--- config.mk ---
export PLATFORM = sky130hd
export DESIGN_NAME = cgla_ctrl
export DESIGN_NICKNAME = d
export VERILOG_FILES = /design/src/cgla_pkg.sv /design/src/cgla_ctrl.sv
export SDC_FILE = /design/constraint.sdc
export NUM_CORES = 1
export LEC_CHECK = 0
export BUFFER_PORTS_ARGS = -buffer_cell sky130_fd_sc_hd__buf_2
export CELL_PAD_IN_SITES_DETAIL_PLACEMENT = 0
export CELL_PAD_IN_SITES_GLOBAL_PLACEMENT = 2
export CORE_ASPECT_RATIO = 0.75
export CORE_MARGIN = 2
export CORE_UTILIZATION = 25
export DETAILED_ROUTE_END_ITERATION = 8
export GPL_TIMING_DRIVEN = 0
export MAX_ROUTING_LAYER = met4
export PLACE_DENSITY_LB_ADDON = 0.3
export SYNTH_ARGS = -nofsm -noshare
export SYNTH_HDL_FRONTEND = slang
export SYNTH_SLANG_ARGS = --single-unit
--- constraint.sdc ---
create_clock -name clk -period 1.6 [get_ports clk]
set_input_delay 0.32 -clock clk [delete_from_list [all_inputs] [get_ports clk]]
set_output_delay 0.32 -clock clk [all_outputs]
set_load 0.05 [all_outputs]
--- src/cgla_pkg.sv ---
// Package for the commit graph lane allocator.
// Holds lane and id widths, item kind codes and the control/status structs.
// Used by every module and interface of the block.
`timescale 1ns / 1ps

package cgla_pkg;

	localparam int MAX_LANES  = 64;
	localparam int LANE_W     = (MAX_LANES > 1) ? $clog2(MAX_LANES) : 1;
	localparam int LANE_OUT_W = 6;
	localparam int OP_W       = 2;
	localparam int KEY_HI_W   = 64;
	localparam int KEY_MID_W  = 64;
	localparam int KEY_LO_W   = 32;
	localparam int KEY_W      = KEY_HI_W + KEY_MID_W + KEY_LO_W;

	localparam logic [OP_W-1:0] OP_BEGIN  = 2'd0;
	localparam logic [OP_W-1:0] OP_PARENT = 2'd1;
	localparam logic [OP_W-1:0] OP_END    = 2'd2;

	typedef logic [LANE_W-1:0] lane_idx_t;
	typedef logic [KEY_W-1:0]  key_t;

	// Controller to datapath
	typedef struct packed {
		logic      start;   // latch the accepted item, clear search results
		logic      issue;   // read one pending entry
		lane_idx_t addr;    // entry to read
		logic      commit;  // apply the item and load the result register
	} cmd_t;

	// Datapath to controller
	typedef struct packed {
		logic needs_scan;   // the incoming item must search the pending ids
	} status_t;

	function automatic logic [LANE_OUT_W-1:0] to_out_lane(input lane_idx_t l);
		return LANE_OUT_W'(l);
	endfunction

endpackage

--- src/cgla_ctrl.sv ---
// Controller of the lane allocator: item sequencing, scan counter, output valid.
// Depends on cgla_pkg for the command and status structs.
`timescale 1ns / 1ps

module cgla_ctrl (
	input  logic               clk,
	input  logic               arst_n,
	input  logic               req_valid,
	output logic               req_ready,
	output logic               rsp_valid,
	input  logic               rsp_ready,
	input  cgla_pkg::status_t  status,
	output cgla_pkg::cmd_t     cmd
);

	typedef enum logic [3:0] {
		ST_IDLE  = 4'b0001,
		ST_SCAN  = 4'b0010,
		ST_DRAIN = 4'b0100,
		ST_FIN   = 4'b1000
	} state_t;

	state_t              state_q, state_d;
	cgla_pkg::lane_idx_t cnt_q;
	logic                rsp_valid_q;
	logic                accept;
	logic                last_addr;
	logic                can_commit;

	assign req_ready  = (state_q == ST_IDLE);
	assign accept     = req_valid && req_ready;
	assign last_addr  = (cnt_q == cgla_pkg::LANE_W'(cgla_pkg::MAX_LANES - 1));
	assign can_commit = !rsp_valid_q || rsp_ready;
	assign rsp_valid  = rsp_valid_q;

	always_comb begin
		state_d    = state_q;
		cmd.start  = 1'b0;
		cmd.issue  = 1'b0;
		cmd.addr   = cnt_q;
		cmd.commit = 1'b0;
		unique case (state_q)
			ST_IDLE: begin
				if (accept) begin
					cmd.start = 1'b1;
					state_d   = status.needs_scan ? ST_SCAN : ST_FIN;
				end
			end
			ST_SCAN: begin
				cmd.issue = 1'b1;
				if (last_addr) state_d = ST_DRAIN;
			end
			ST_DRAIN: begin
				// last compare happens here
				state_d = ST_FIN;
			end
			ST_FIN: begin
				if (can_commit) begin
					cmd.commit = 1'b1;
					state_d    = ST_IDLE;
				end
			end
			default: state_d = ST_IDLE;
		endcase
	end

	always_ff @(posedge clk or negedge arst_n) begin
		if (!arst_n) begin
			state_q     <= ST_IDLE;
			cnt_q       <= '0;
			rsp_valid_q <= 1'b0;
		end else begin
			state_q <= state_d;
			if (cmd.start) cnt_q <= '0;
			else if (cmd.issue) cnt_q <= cnt_q + 1'b1;
			if (cmd.commit) rsp_valid_q <= 1'b1;
			else if (rsp_ready) rsp_valid_q <= 1'b0;
		end
	end

endmodule

**After elaboration in Yosys (flattened, before gate mapping)**

Cells that the tools add are included.

- Input bits: 5
- Word-level logic and storage cells: 32
- Output and inout bits: 11
- Register bits after elaboration: 11

- $add $sub $neg: 1
- Reduce and logical (&&, ||, !) cells: 6
- Muxes and demuxes: 14
- Equal/unequal tests: 8

Operators by type and width:

| kind | number |
|---|---|
| $mux 4 | 4 |
| $pmux 4 s4 | 1 |
| $mux 6 | 2 |
| $mux 1 | 7 |
| $add 6x1->6 const B | 1 |
| $eq 6x6->1 const B | 1 |
| $eq 4x1->1 const B | 1 |
| $eq 4x2->1 const B | 1 |
| $eq 4x3->1 const B | 1 |
| $eq 4x4->1 const B | 1 |
| $ne 2x2->1 const B | 2 |
| $reduce_bool 2->1 | 2 |
| $reduce_and 3->1 | 1 |
| $ne 2x1->1 const B | 1 |
| $logic_and 1x1->1 | 1 |
| $logic_not 1->1 | 1 |
| $logic_or 1x1->1 | 1 |

**Depth between registers and ports, before layout**

Gate-level depths: netlist of the first run.

- Depth after elaboration: 5
- Depth in mapped cells: 5
- Mapped depth without buffers: 4

**Least setup slack after synthesis of the first run**

No wires, ideal clock.

- Path kind: flip-flop to output port
- Start point: register state_q[1]
- End point: output cmd[0] in the netlist's numbering
- Required time: 1.280 ns
- Path slack: -0.531 ns
- Arrival time: 1.811 ns
- Stages on the path, launching flop included: 3
- Buffers on the path: 0
- Cell sequence: dfrtp_1 or4b_2 a21oi_1

RTL lines:

| item | line | source |
|---|---|---|
| start: declaration | cgla_ctrl.sv:23 | `state_t state_q, state_d;` |
| start signal: assignment | cgla_ctrl.sv:73 | `state_q <= state_d;` |
| end: declaration | cgla_ctrl.sv:13 | `output cgla_pkg::cmd_t cmd` |

==> flow_summary.json, run 1 <==
{
  "status": "complete, but fails checks",
  "violations": "negative setup slack",
  "critPathMostFrequentCell": "buf_6",
  "skew_ns": 0.000401,
  "wl_um": 1470,
  "synth_nets": 63,
  "ys_async_sr_fraction": 1.00,
  "finalInstanceArea_um2": 831,
  "ys_seq_area_frac": 0.503,
  "cts.reportedPaths.clkPinSlew_ns": 0.07,
  "ctsHtreeMaxLevel": 1,
  "synth_area_leader_cell": "dfrtp_1",
  "antenna_cells": 0,
  "drv_slew": 0,
  "tritoncts": "built",
  "synth_top_area_frac": 0.456,
  "clock_latency_ns": 0.27,
  "antenna_left": 0,
  "drive_gt1_frac": 0.452,
  "synth_area_leaders": "dfrtp_1, a21oi_1, o21ai_0",
  "io_pins": 16,
  "use_met3": 0.0556,
  "synthFlopType": "dfrtp_1",
  "cp.required_ns": 1.28,
  "fin_util": 0.405,
  "start_kind": "flop",
  "die_w_um": 58.1,
  "gp_congestion": 0.747,
  "place.port_buffers": 15,
  "crit_fanout": 4,
  "dieArea_mm2": 0.00259,
  "grt_pass1_wl_um": 2460,
  "numCtsBuffers": 3,
  "worst_slack_ns": -0.286,
  "synth.most_common_cell": "dfrtp_1",
  "min_period_ns": 1.89,
  "rsz0062_at_grt": "yes",
  "cp-end-kind": "output port",
  "period_share": 1.18,
  "routed_via_density": 4.82,
  "placed_area_um2": 681,
  "top_usage_layer": "met2",
  "synth_cell_types": 25,
  "drc": 0,
  "final_hold_viol_count": 0,
  "hold_path.class": "input port to flop",
  "grt_usage": 0.135,
  "max_stage_delay_ns": 0.47,
  "drt-initial-drc-count": 24,
  "leakage_nw": 0.390,
  "clockBufferDepth": 2,
  "fin_nets": 91,
  "start_util": 0.268,
  "use_met2": 0.193,
  "ys_seq_elements": 11,
  "syn_inst": 57,
  "coreArea_mm2": 0.00205,
  "arrival_ns": 1.57,
  "crit_slowest_cell": "or4b_4",
  "cts-root-buf": "clkbuf_4",
  "crit_path_cell_trace": "buf_6 -> or4b_4 -> a21oi_2 -> buf_6",
  "maxSlewHeadroom": 0.795,
  "max_freq_ghz": 0.530,
  "cp_num_buf_inv": 2,
  "dieHeight_um": 44.6,
  "critPathTopFamily": "simple AND/OR/NAND/NOR gates",
  "via_count": 521,
  "area_delta_synth_final_pct": 51.3,
  "vdd_drop_max_v": 0.000606,
  "globalRouteMet1Util": 0.174,
  "firstDrtPassIters": 3,
  "wl_per_cell_um": 13.6,
  "setup_viol": 6,
  "detailed_place_hpwl_um": 968,
  "ys_warn_count": 0,
  "numClockSinks": 11,
  "power.density_mw_per_mm2": 1280,
  "tightest_slew_ns": 0.303,
  "avgSynthCellArea_um2": 9.64,
  "grt_pass1_vias": 515,
  "synth_edf_count": 0,
  "worstSetupPathType": "flop to output port",
  "gr-total-overflow": 0,
  "cap_viol_max_count": 0,
  "rows": 14,
  "dp_slack_ns": -0.209,
  "yosys-top-cells-count": "dfrtp_1, a21oi_1, o21ai_0, inv_1, or3_1",
  "syn-cell-area_um2": 549,
  "antenna_found_initial": 0,
  "grt_max_degree": 12,
  "final.setup.tns_ns": -1.07
}
## area by class of cell
type / instances / area, µm²
fill: 205 / 1220
multi-input combinational: 40 / 289
sequential: 11 / 278
timing repair buffer: 24 / 185
tap: 24 / 30.0
clock buffer: 4 / 26.3
inverter: 5 / 22.5
## where the power goes
part           internal, W  switching [W]  total (W)
sequential        0.000324      0.0000543   0.000378
clock            0.0000965      0.0000942   0.000191
combinational     0.000197       0.000301   0.000498
total             0.000618       0.000450    0.00107
## through the flow
stage	total power [W]	hold slack, ns	std cells
floorplan	0.000664	0.0244	57
global placement	0.000758	0.209	96
detailed placement	0.000756	0.213	96
CTS	0.00106	0.257	106
global route	0.00113	0.266	108
finish	0.00107	0.275	108
## repair_timing
action | 4_1_cts | 5_1_grt
endpoints found under the setup margin | 8 | 10
setup buffers | 6 | 3
hold buffers | 1 | 0
resized for setup | 14 | 4
pin swaps | 2 | 4
endpoints found under the hold margin | 10 | 0
## cell usage in the layout, fill, tap and decap left out, types with 2 or more instances in the layout
| cell | instances |
|---|---|
| buf_2 | 11 |
| dfrtp_1 | 9 |
| o21ai_0 | 6 |
| buf_6 | 6 |
| buf_4 | 5 |
| inv_1 | 4 |
| a21oi_1 | 4 |
| or3_1 | 3 |
| nand2_1 | 3 |
| clkbuf_4 | 3 |
| or4b_4 | 2 |
| a21oi_2 | 2 |
| nand4_1 | 2 |
| nor2_1 | 2 |
## sequential cells by signal, summed over array words and instances (netlist names)
signal,flops
state_q,4
rsp_valid,1
cnt_q,6
## path summary, 6_finish.rpt
path                                              from                endpoint  slack (ns)  cells past startpoint
worst max-delay path            state_q[3]$_DFFE_PN0P_                  cmd[0]       -0.29                      4
worst min-delay path                         rsp_ready   rsp_valid$_DFFE_PN0P_        0.27                      2
worst max register to register  state_q[3]$_DFFE_PN0P_    cnt_q[5]$_DFFE_PN0P_       -0.15                      4
worst min register to register    cnt_q[4]$_DFFE_PN0P_    cnt_q[4]$_DFFE_PN0P_        0.53                      1
max in group asynchronous                       arst_n  state_q[0]$_DFFE_PN1P_        0.88                      2
min in group asynchronous                       arst_n    cnt_q[5]$_DFFE_PN0P_        0.45                      2
## worst register-to-register path, stage by stage (launching register included)
cell     delay (ns)
dfrtp_1        0.42
or4b_4         0.57
buf_6          0.16
or4_1          0.40
a21oi_1        0.13
## metal layers
layer  routed length, µm  vias to the layer above  part of all wire
li1                    -                      264                 -
met1                 724                      245              0.49
met2                 668                       10              0.45
met3                  63                        2             0.043
met4                  14                        0            0.0095
met5                   0                        -                 0
## cell families (layout without fill, tap and decap cells)
group / count (synthesis) / after routing / share of synthesized area
simple gates: 22 / 22 / 0.246
compound gates: 15 / 15 / 0.150
flops: 11 / 11 / 0.503
fa+ha+maj: 1 / 1 / 0.0228
mux: 1 / 1 / 0.0182
xor+xnor: 1 / 1 / 0.0159
buf+inv: 6 / 33 / 0.0433
Note: power is estimated with default switching activity, not from simulation.
==> run 2: changes to the inputs <==
RECOVER_POWER = 50   (was not set)
==> run 2 against run 1 <==
Compared with the run above: the run still ends with negative setup slack left; sequential power hardly changed; combinational power hardly changed; first-iteration DRC count did not move; sequential share of layout area increased by 0.050 points; clock power is essentially flat; wire length is 0.20% lower; cell area is 0.15% lower; worst setup slack did not move; critical path type unchanged; critical endpoint unchanged; largest cell class unchanged.
==> flow_summary.json, run 2 (synthesized netlist as in run 1, its figures left out) <==
{
  "status": "complete, but fails checks",
  "setup_viol": 6,
  "max_stage_delay_ns": 0.47,
  "numClockSinks": 11,
  "grt_pass1_wl_um": 2460,
  "period_share": 1.18,
  "max_freq_ghz": 0.530,
  "die_w_um": 58.1,
  "fin_util": 0.405,
  "drive_gt1_frac": 0.440,
  "cap_viol_max_count": 0,
  "top_register": "cnt_q",
  "drt-initial-drc-count": 24,
  "antenna_cells": 0,
  "start_util": 0.268,
  "numCtsBuffers": 3,
  "vdd_drop_max_v": 0.000606,
  "min_period_ns": 1.89,
  "power.density_mw_per_mm2": 1290,
  "crit_path_cell_trace": "buf_6 -> or4b_4 -> a21oi_2 -> buf_6",
  "finalInstanceArea_um2": 830,
  "coreArea_mm2": 0.00205,
  "violations": "negative setup slack",
  "arrival_ns": 1.57,
  "mostFrequentLayoutCells": "buf_2, dfrtp_1, o21ai_0, buf_6, buf_4",
  "gp_congestion": 0.747,
  "cp.required_ns": 1.28,
  "leakage_nw": 0.387,
  "worst_slack_ns": -0.286,
  "crit_fanout": 4,
  "wl_per_cell_um": 13.6,
  "dieHeight_um": 44.6,
  "dieArea_mm2": 0.00259,
  "tightest_slew_ns": 0.634,
  "cp-end-kind": "output port",
  "grt_usage": 0.135,
  "detailed_place_hpwl_um": 968,
  "grt_pass1_vias": 515,
  "area_delta_synth_final_pct": 51.0,
  "rows": 14,
  "cts.reportedPaths.clkPinSlew_ns": 0.07,
  "placed_area_um2": 681,
  "firstDrtPassIters": 3,
  "gr-total-overflow": 0,
  "final_common_cell": "buf_2",
  "drv_slew": 0,
  "skew_ns": 0.000401,
  "wl_um": 1470,
  "start_kind": "flop",
  "place_inst": 96,
  "crit_slowest_cell": "or4b_4",
  "cts-root-buf": "clkbuf_4",
  "fin_cells": 108,
  "clock_latency_ns": 0.27,
  "largest_reg_flops": 6,
  "antenna_left": 0,
  "final_hold_viol_count": 0,
  "ctsHtreeMaxLevel": 1,
  "fin_nets": 91,
  "rsz0062_at_grt": "yes",
  "grt_max_degree": 12,
  "hold_path.class": "input port to flop",
  "routed_via_density": 4.82,
  "via_count": 521,
  "io_pins": 16,
  "antenna_found_initial": 0,
  "tritoncts": "built",
  "worstSetupPathType": "flop to output port",
  "drc": 0,
  "place.port_buffers": 15,
  "critPathMostFrequentCell": "buf_6",
  "clockBufferDepth": 2,
  "maxSlewHeadroom": 0.577
}
run 2: cell types whose count changed in the layout (fill, tap and decap cells not counted), sizes merged:
cell,previous run,this run
clkbuf,4,5
buf,23,22
run 2: path summary, 6_finish.rpt:
kind	slack, ns	cells after the start	end	start
setup / recovery	-0.29	4	cmd[0]	state_q[3]$_DFFE_PN0P_
hold / removal	0.27	2	rsp_valid$_DFFE_PN0P_	rsp_ready
setup reg to reg	-0.15	4	cnt_q[5]$_DFFE_PN0P_	state_q[3]$_DFFE_PN0P_
hold reg to reg	0.53	1	cnt_q[4]$_DFFE_PN0P_	cnt_q[4]$_DFFE_PN0P_
max in group asynchronous	0.58	2	state_q[2]$_DFFE_PN0P_	arst_n
min in group asynchronous	0.58	2	cnt_q[5]$_DFFE_PN0P_	arst_n
run 2: power by group:
group / internal [W] / switching, W / total [W]
Sequential: 0.000324 / 0.0000543 / 0.000378
Combinational: 0.000197 / 0.000301 / 0.000498
Clock: 0.0000965 / 0.0000942 / 0.000191
run 2: worst max-delay path: cells and delay by family, from the launching register on:
family | cells | cell delay (ns)
AND/OR/NAND/NOR | 1 | 0.47
flip-flops | 1 | 0.41
buffers and inverters | 2 | 0.29
AO/OA/AOI/OAI | 1 | 0.13
run 2: repair_timing:
action                                 in CTS  in global routing
setup endpoints to repair                   8                 10
hold buffers                                1                  0
setup buffers                               6                  3
pin swaps                                   2                  4
gates cloned                                0                  0
resized for setup                          14                  4
endpoints found under the hold margin      10                  0
run 2: layout make-up:
class	count	area, µm²
inverters	5	22.5
multi-input cells	40	289
fillers	206	1220
clock buffers	4	26.3
flip-flops and latches	11	278
repair buffers	24	184
well taps	24	30.0
run 2: metrics by stage:
stage | total power [W] | hold slack [ns] | worst slack, ns | TNS [ns]
final | 0.00107 | 0.275 | -0.286 | -1.07
after global routing | 0.00113 | 0.266 | -0.374 | -1.50
after CTS | 0.00106 | 0.257 | -0.292 | -1.46
after detailed placement | 0.000756 | 0.213 | -0.209 | -0.817
after global placement | 0.000758 | 0.209 | -0.219 | -0.802
after floorplan | 0.000664 | 0.0244 | -0.231 | -0.398
run 2: per-layer routing:
metal  wire length, µm  track usage  up-vias
met4                14       0.0419        0
met2               667        0.193       10
met5                 0            -        -
li1                  -            -      264
met3                63       0.0556        2
met1               722        0.174      245
==> run 3: changes to the inputs <==
ABC_AREA = 1   (was not set)
CAP_MARGIN = 40   (was not set)
CORE_UTILIZATION = 24   (was 25)
CTS_BUF_LIST = sky130_fd_sc_hd__clkbuf_16   (was not set)
==> run 3 against run 2 <==
Compared with the run above: the flow now finishes without violations; first-iteration DRC count is 46% lower; worst setup slack better by 0.29 ns; wire length down 3.7%; power is 75% higher; area after synthesis grew 13%; cell area up 9.8%.
==> flow_summary.json, run 3 <==
{
  "antenna_cells": 0,
  "wl_um": 1410,
  "drc": 0,
  "power.net_switching_w": 0.000830,
  "synth_top_area_frac": 0.404,
  "min_from": "rsp_ready",
  "antenna_left": 0,
  "synth_edf_count": 0,
  "synth.most_common_cell": "nand2_1",
  "critPathMostFrequentCell": "inv_2",
  "rows": 15,
  "leakage_nw": 0.477,
  "avgSynthCellArea_um2": 7.29,
  "syn-cell-area_um2": 619,
  "top_register": "cnt_q",
  "firstDrtPassIters": 4,
  "dieArea_mm2": 0.00301,
  "final_common_cell": "nand2_1",
  "cap_viol_max_count": 0,
  "gr-total-overflow": 0,
  "cp.required_ns": 1.28,
  "ys_warn_count": 0,
  "hold_path.class": "input port to flop",
  "period_share": 0.997,
  "synth_nets": 91,
  "vdd_drop_max_v": 0.000684,
  "tritoncts": "built",
  "top_layer": "met4",
  "via_count": 578,
  "place_inst": 134,
  "cp-end-kind": "output port",
  "r2r-start": "state_q[0]$_DFFE_PN1P_",
  "synthFlopType": "dfrtp_1",
  "max_freq_ghz": 0.627,
  "cp_num_buf_inv": 3,
  "wl_met2_um": 535,
  "grt_pass1_vias": 520,
  "maxSlewHeadroom": 0.587,
  "skew_ns": 0.00318,
  "io_pins": 16,
  "seqPwrFrac": 0.230,
  "synth_area_leader_cell": "dfrtp_1",
  "synth_cell_types": 17,
  "ys_async_sr_fraction": 1.00,
  "synth_area_leaders": "dfrtp_1, nand2_1, inv_1",
  "rsz0062_at_grt": "yes",
  "yosys-top-cells-count": "nand2_1, inv_1, nor2_1, dfrtp_1, nand3_1",
  "ctsHtreeMaxLevel": 1,
  "start_util": 0.262,
  "min_delay_path_depth": 2,
  "coreArea_mm2": 0.00236,
  "grt_usage": 0.116,
  "cts-root-buf": "clkbuf_16",
  "wl_met3_um": 63,
  "status": "finished, final reports clean",
  "numCtsBuffers": 3,
  "ys_seq_elements": 11,
  "final_hold_viol_count": 0,
  "grt_max_degree": 12,
  "setup_viol": 0,
  "start_kind": "flop",
  "met1_length_um": 781,
  "fin_nets": 117,
  "area_delta_synth_final_pct": 47.1,
  "worstSetupPathType": "flop to output port",
  "drive_gt1_frac": 0.309,
  "crit_slowest_cell": "dfstp_2",
  "tightest_slew_ns": 0.620,
  "power.density_mw_per_mm2": 2050,
  "worstReg2RegEnd": "state_q[3]$_DFFE_PN0P_",
  "crit_fanout": 3,
  "grt_pass1_wl_um": 2400,
  "place.port_buffers": 15,
  "routed_via_density": 4.01,
  "arrival_ns": 1.28,
  "wl_per_cell_um": 9.82,
  "ys_seq_area_frac": 0.446,
  "dieHeight_um": 48.0,
  "pwr-share-comb": 0.528,
  "clock_latency_ns": 0.24,
  "drv_slew": 0,
  "largest_reg_flops": 6,
  "reg2reg_setup_slack_ns": 0.28,
  "gp_congestion": 0.780,
  "cts.reportedPaths.clkPinSlew_ns": 0.04,
  "worstRegToRegCells": 8,
  "power.internal_w": 0.00103,
  "drt-initial-drc-count": 13,
  "numClockSinks": 11,
  "die_w_um": 62.7,
  "syn_inst": 85,
  "switching_share": 0.445,
  "min_period_ns": 1.60,
  "finalInstanceArea_um2": 911,
  "clockBufferDepth": 2,
  "clockPowerShare": 0.242,
  "hold_end": "rsp_valid$_DFFE_PN0P_",
  "detailed_place_hpwl_um": 1090,
  "fin_cells": 144,
  "antenna_found_initial": 0,
  "crit_path_cell_trace": "inv_2 -> nor2_4 -> nand2_2 -> inv_2 -> buf_8",
  "mostFrequentLayoutCells": "nand2_1, inv_1, nor2_1, dfrtp_1",
  "max_stage_delay_ns": 0.55,
  "placed_area_um2": 739,
  "critPathTopFamily": "flip-flops"
}
run 3: changes by cell type in the layout (fill, tap and decap cells not counted), sizes merged, moves of 4 or more:
cell	change
or3	-4
nor2	+13
buf	-6
inv	+11
nand2	+20
nand3	+7
run 3: what timing repair did:
action / in CTS / in global routing
pin swaps: 3 / 2
buffers inserted: 4 / 1
gates resized for setup: 16 / 1
setup endpoints to repair: 4 / 3
hold endpoints to repair: 10 / 0
hold buffers: 1 / 0
run 3: worst max-delay path by stage:
stage / from / end / slack (ns) / depth (start not counted)
after floorplan: state_q[0]$_DFFE_PN1P_ / cmd[8] / 0.03 / 4
after global placement: state_q[0]$_DFFE_PN1P_ / cmd[8] / -0.12 / 5
after detailed placement: state_q[0]$_DFFE_PN1P_ / cmd[8] / -0.12 / 5
after CTS: state_q[0]$_DFFE_PN1P_ / req_ready / -0.02 / 5
after global routing: state_q[1]$_DFFE_PN0P_ / cmd[0] / -0.05 / 4
final: state_q[0]$_DFFE_PN1P_ / req_ready / 0.004 / 5
run 3: routing by layer:
layer | vias to the layer above | track usage
met5 | - | -
li1 | 316 | -
met4 | 0 | 0.0800
met3 | 5 | 0.0353
met1 | 245 | 0.157
met2 | 12 | 0.146
run 3: power by group through the flow:
stage	clock network (W)	registers, W	logic (W)
floorplan	0	0.000528	0.000491
global placement	0	0.000425	0.000766
detailed placement	0	0.000425	0.000764
CTS	0.000460	0.000428	0.000983
global route	0.000483	0.000441	0.00107
finish	0.000451	0.000429	0.000984
run 3: area by class of cell:
cell class,count,area (µm²)
tap,34,42.5
multi-input combinational,60,315
clock buffer,3,75.1
fill,262,1450
inverter,14,55.1
timing repair buffer,21,143
clock inverter,1,3.75
sequential,11,277
run 3: metrics by stage:
stage | setup slack, ns | utilization | TNS [ns] | total power (W) | hold slack, ns
CTS | -0.0248 | 0.383 | -0.0471 | 0.00187 | 0.307
global route | -0.0524 | 0.385 | -0.128 | 0.00200 | 0.342
finish | 0.00439 | 0.385 | 0 | 0.00186 | 0.301
global placement | -0.117 | 0.313 | -0.117 | 0.00119 | 0.209
detailed placement | -0.123 | 0.313 | -0.123 | 0.00119 | 0.209
floorplan | 0.0281 | - | 0 | 0.00102 | 0.0244
run 3: kinds of logic (layout without fill, tap and decap cells):
kind of cell	Yosys count	after routing	synth area share
AOI/OAI and AO/OA	11	11	0.0990
adders and majority gates	1	1	0.0202
buffers and inverters	14	39	0.0848
DFF	11	11	0.446
and+or+nand+nor	48	48	0.349
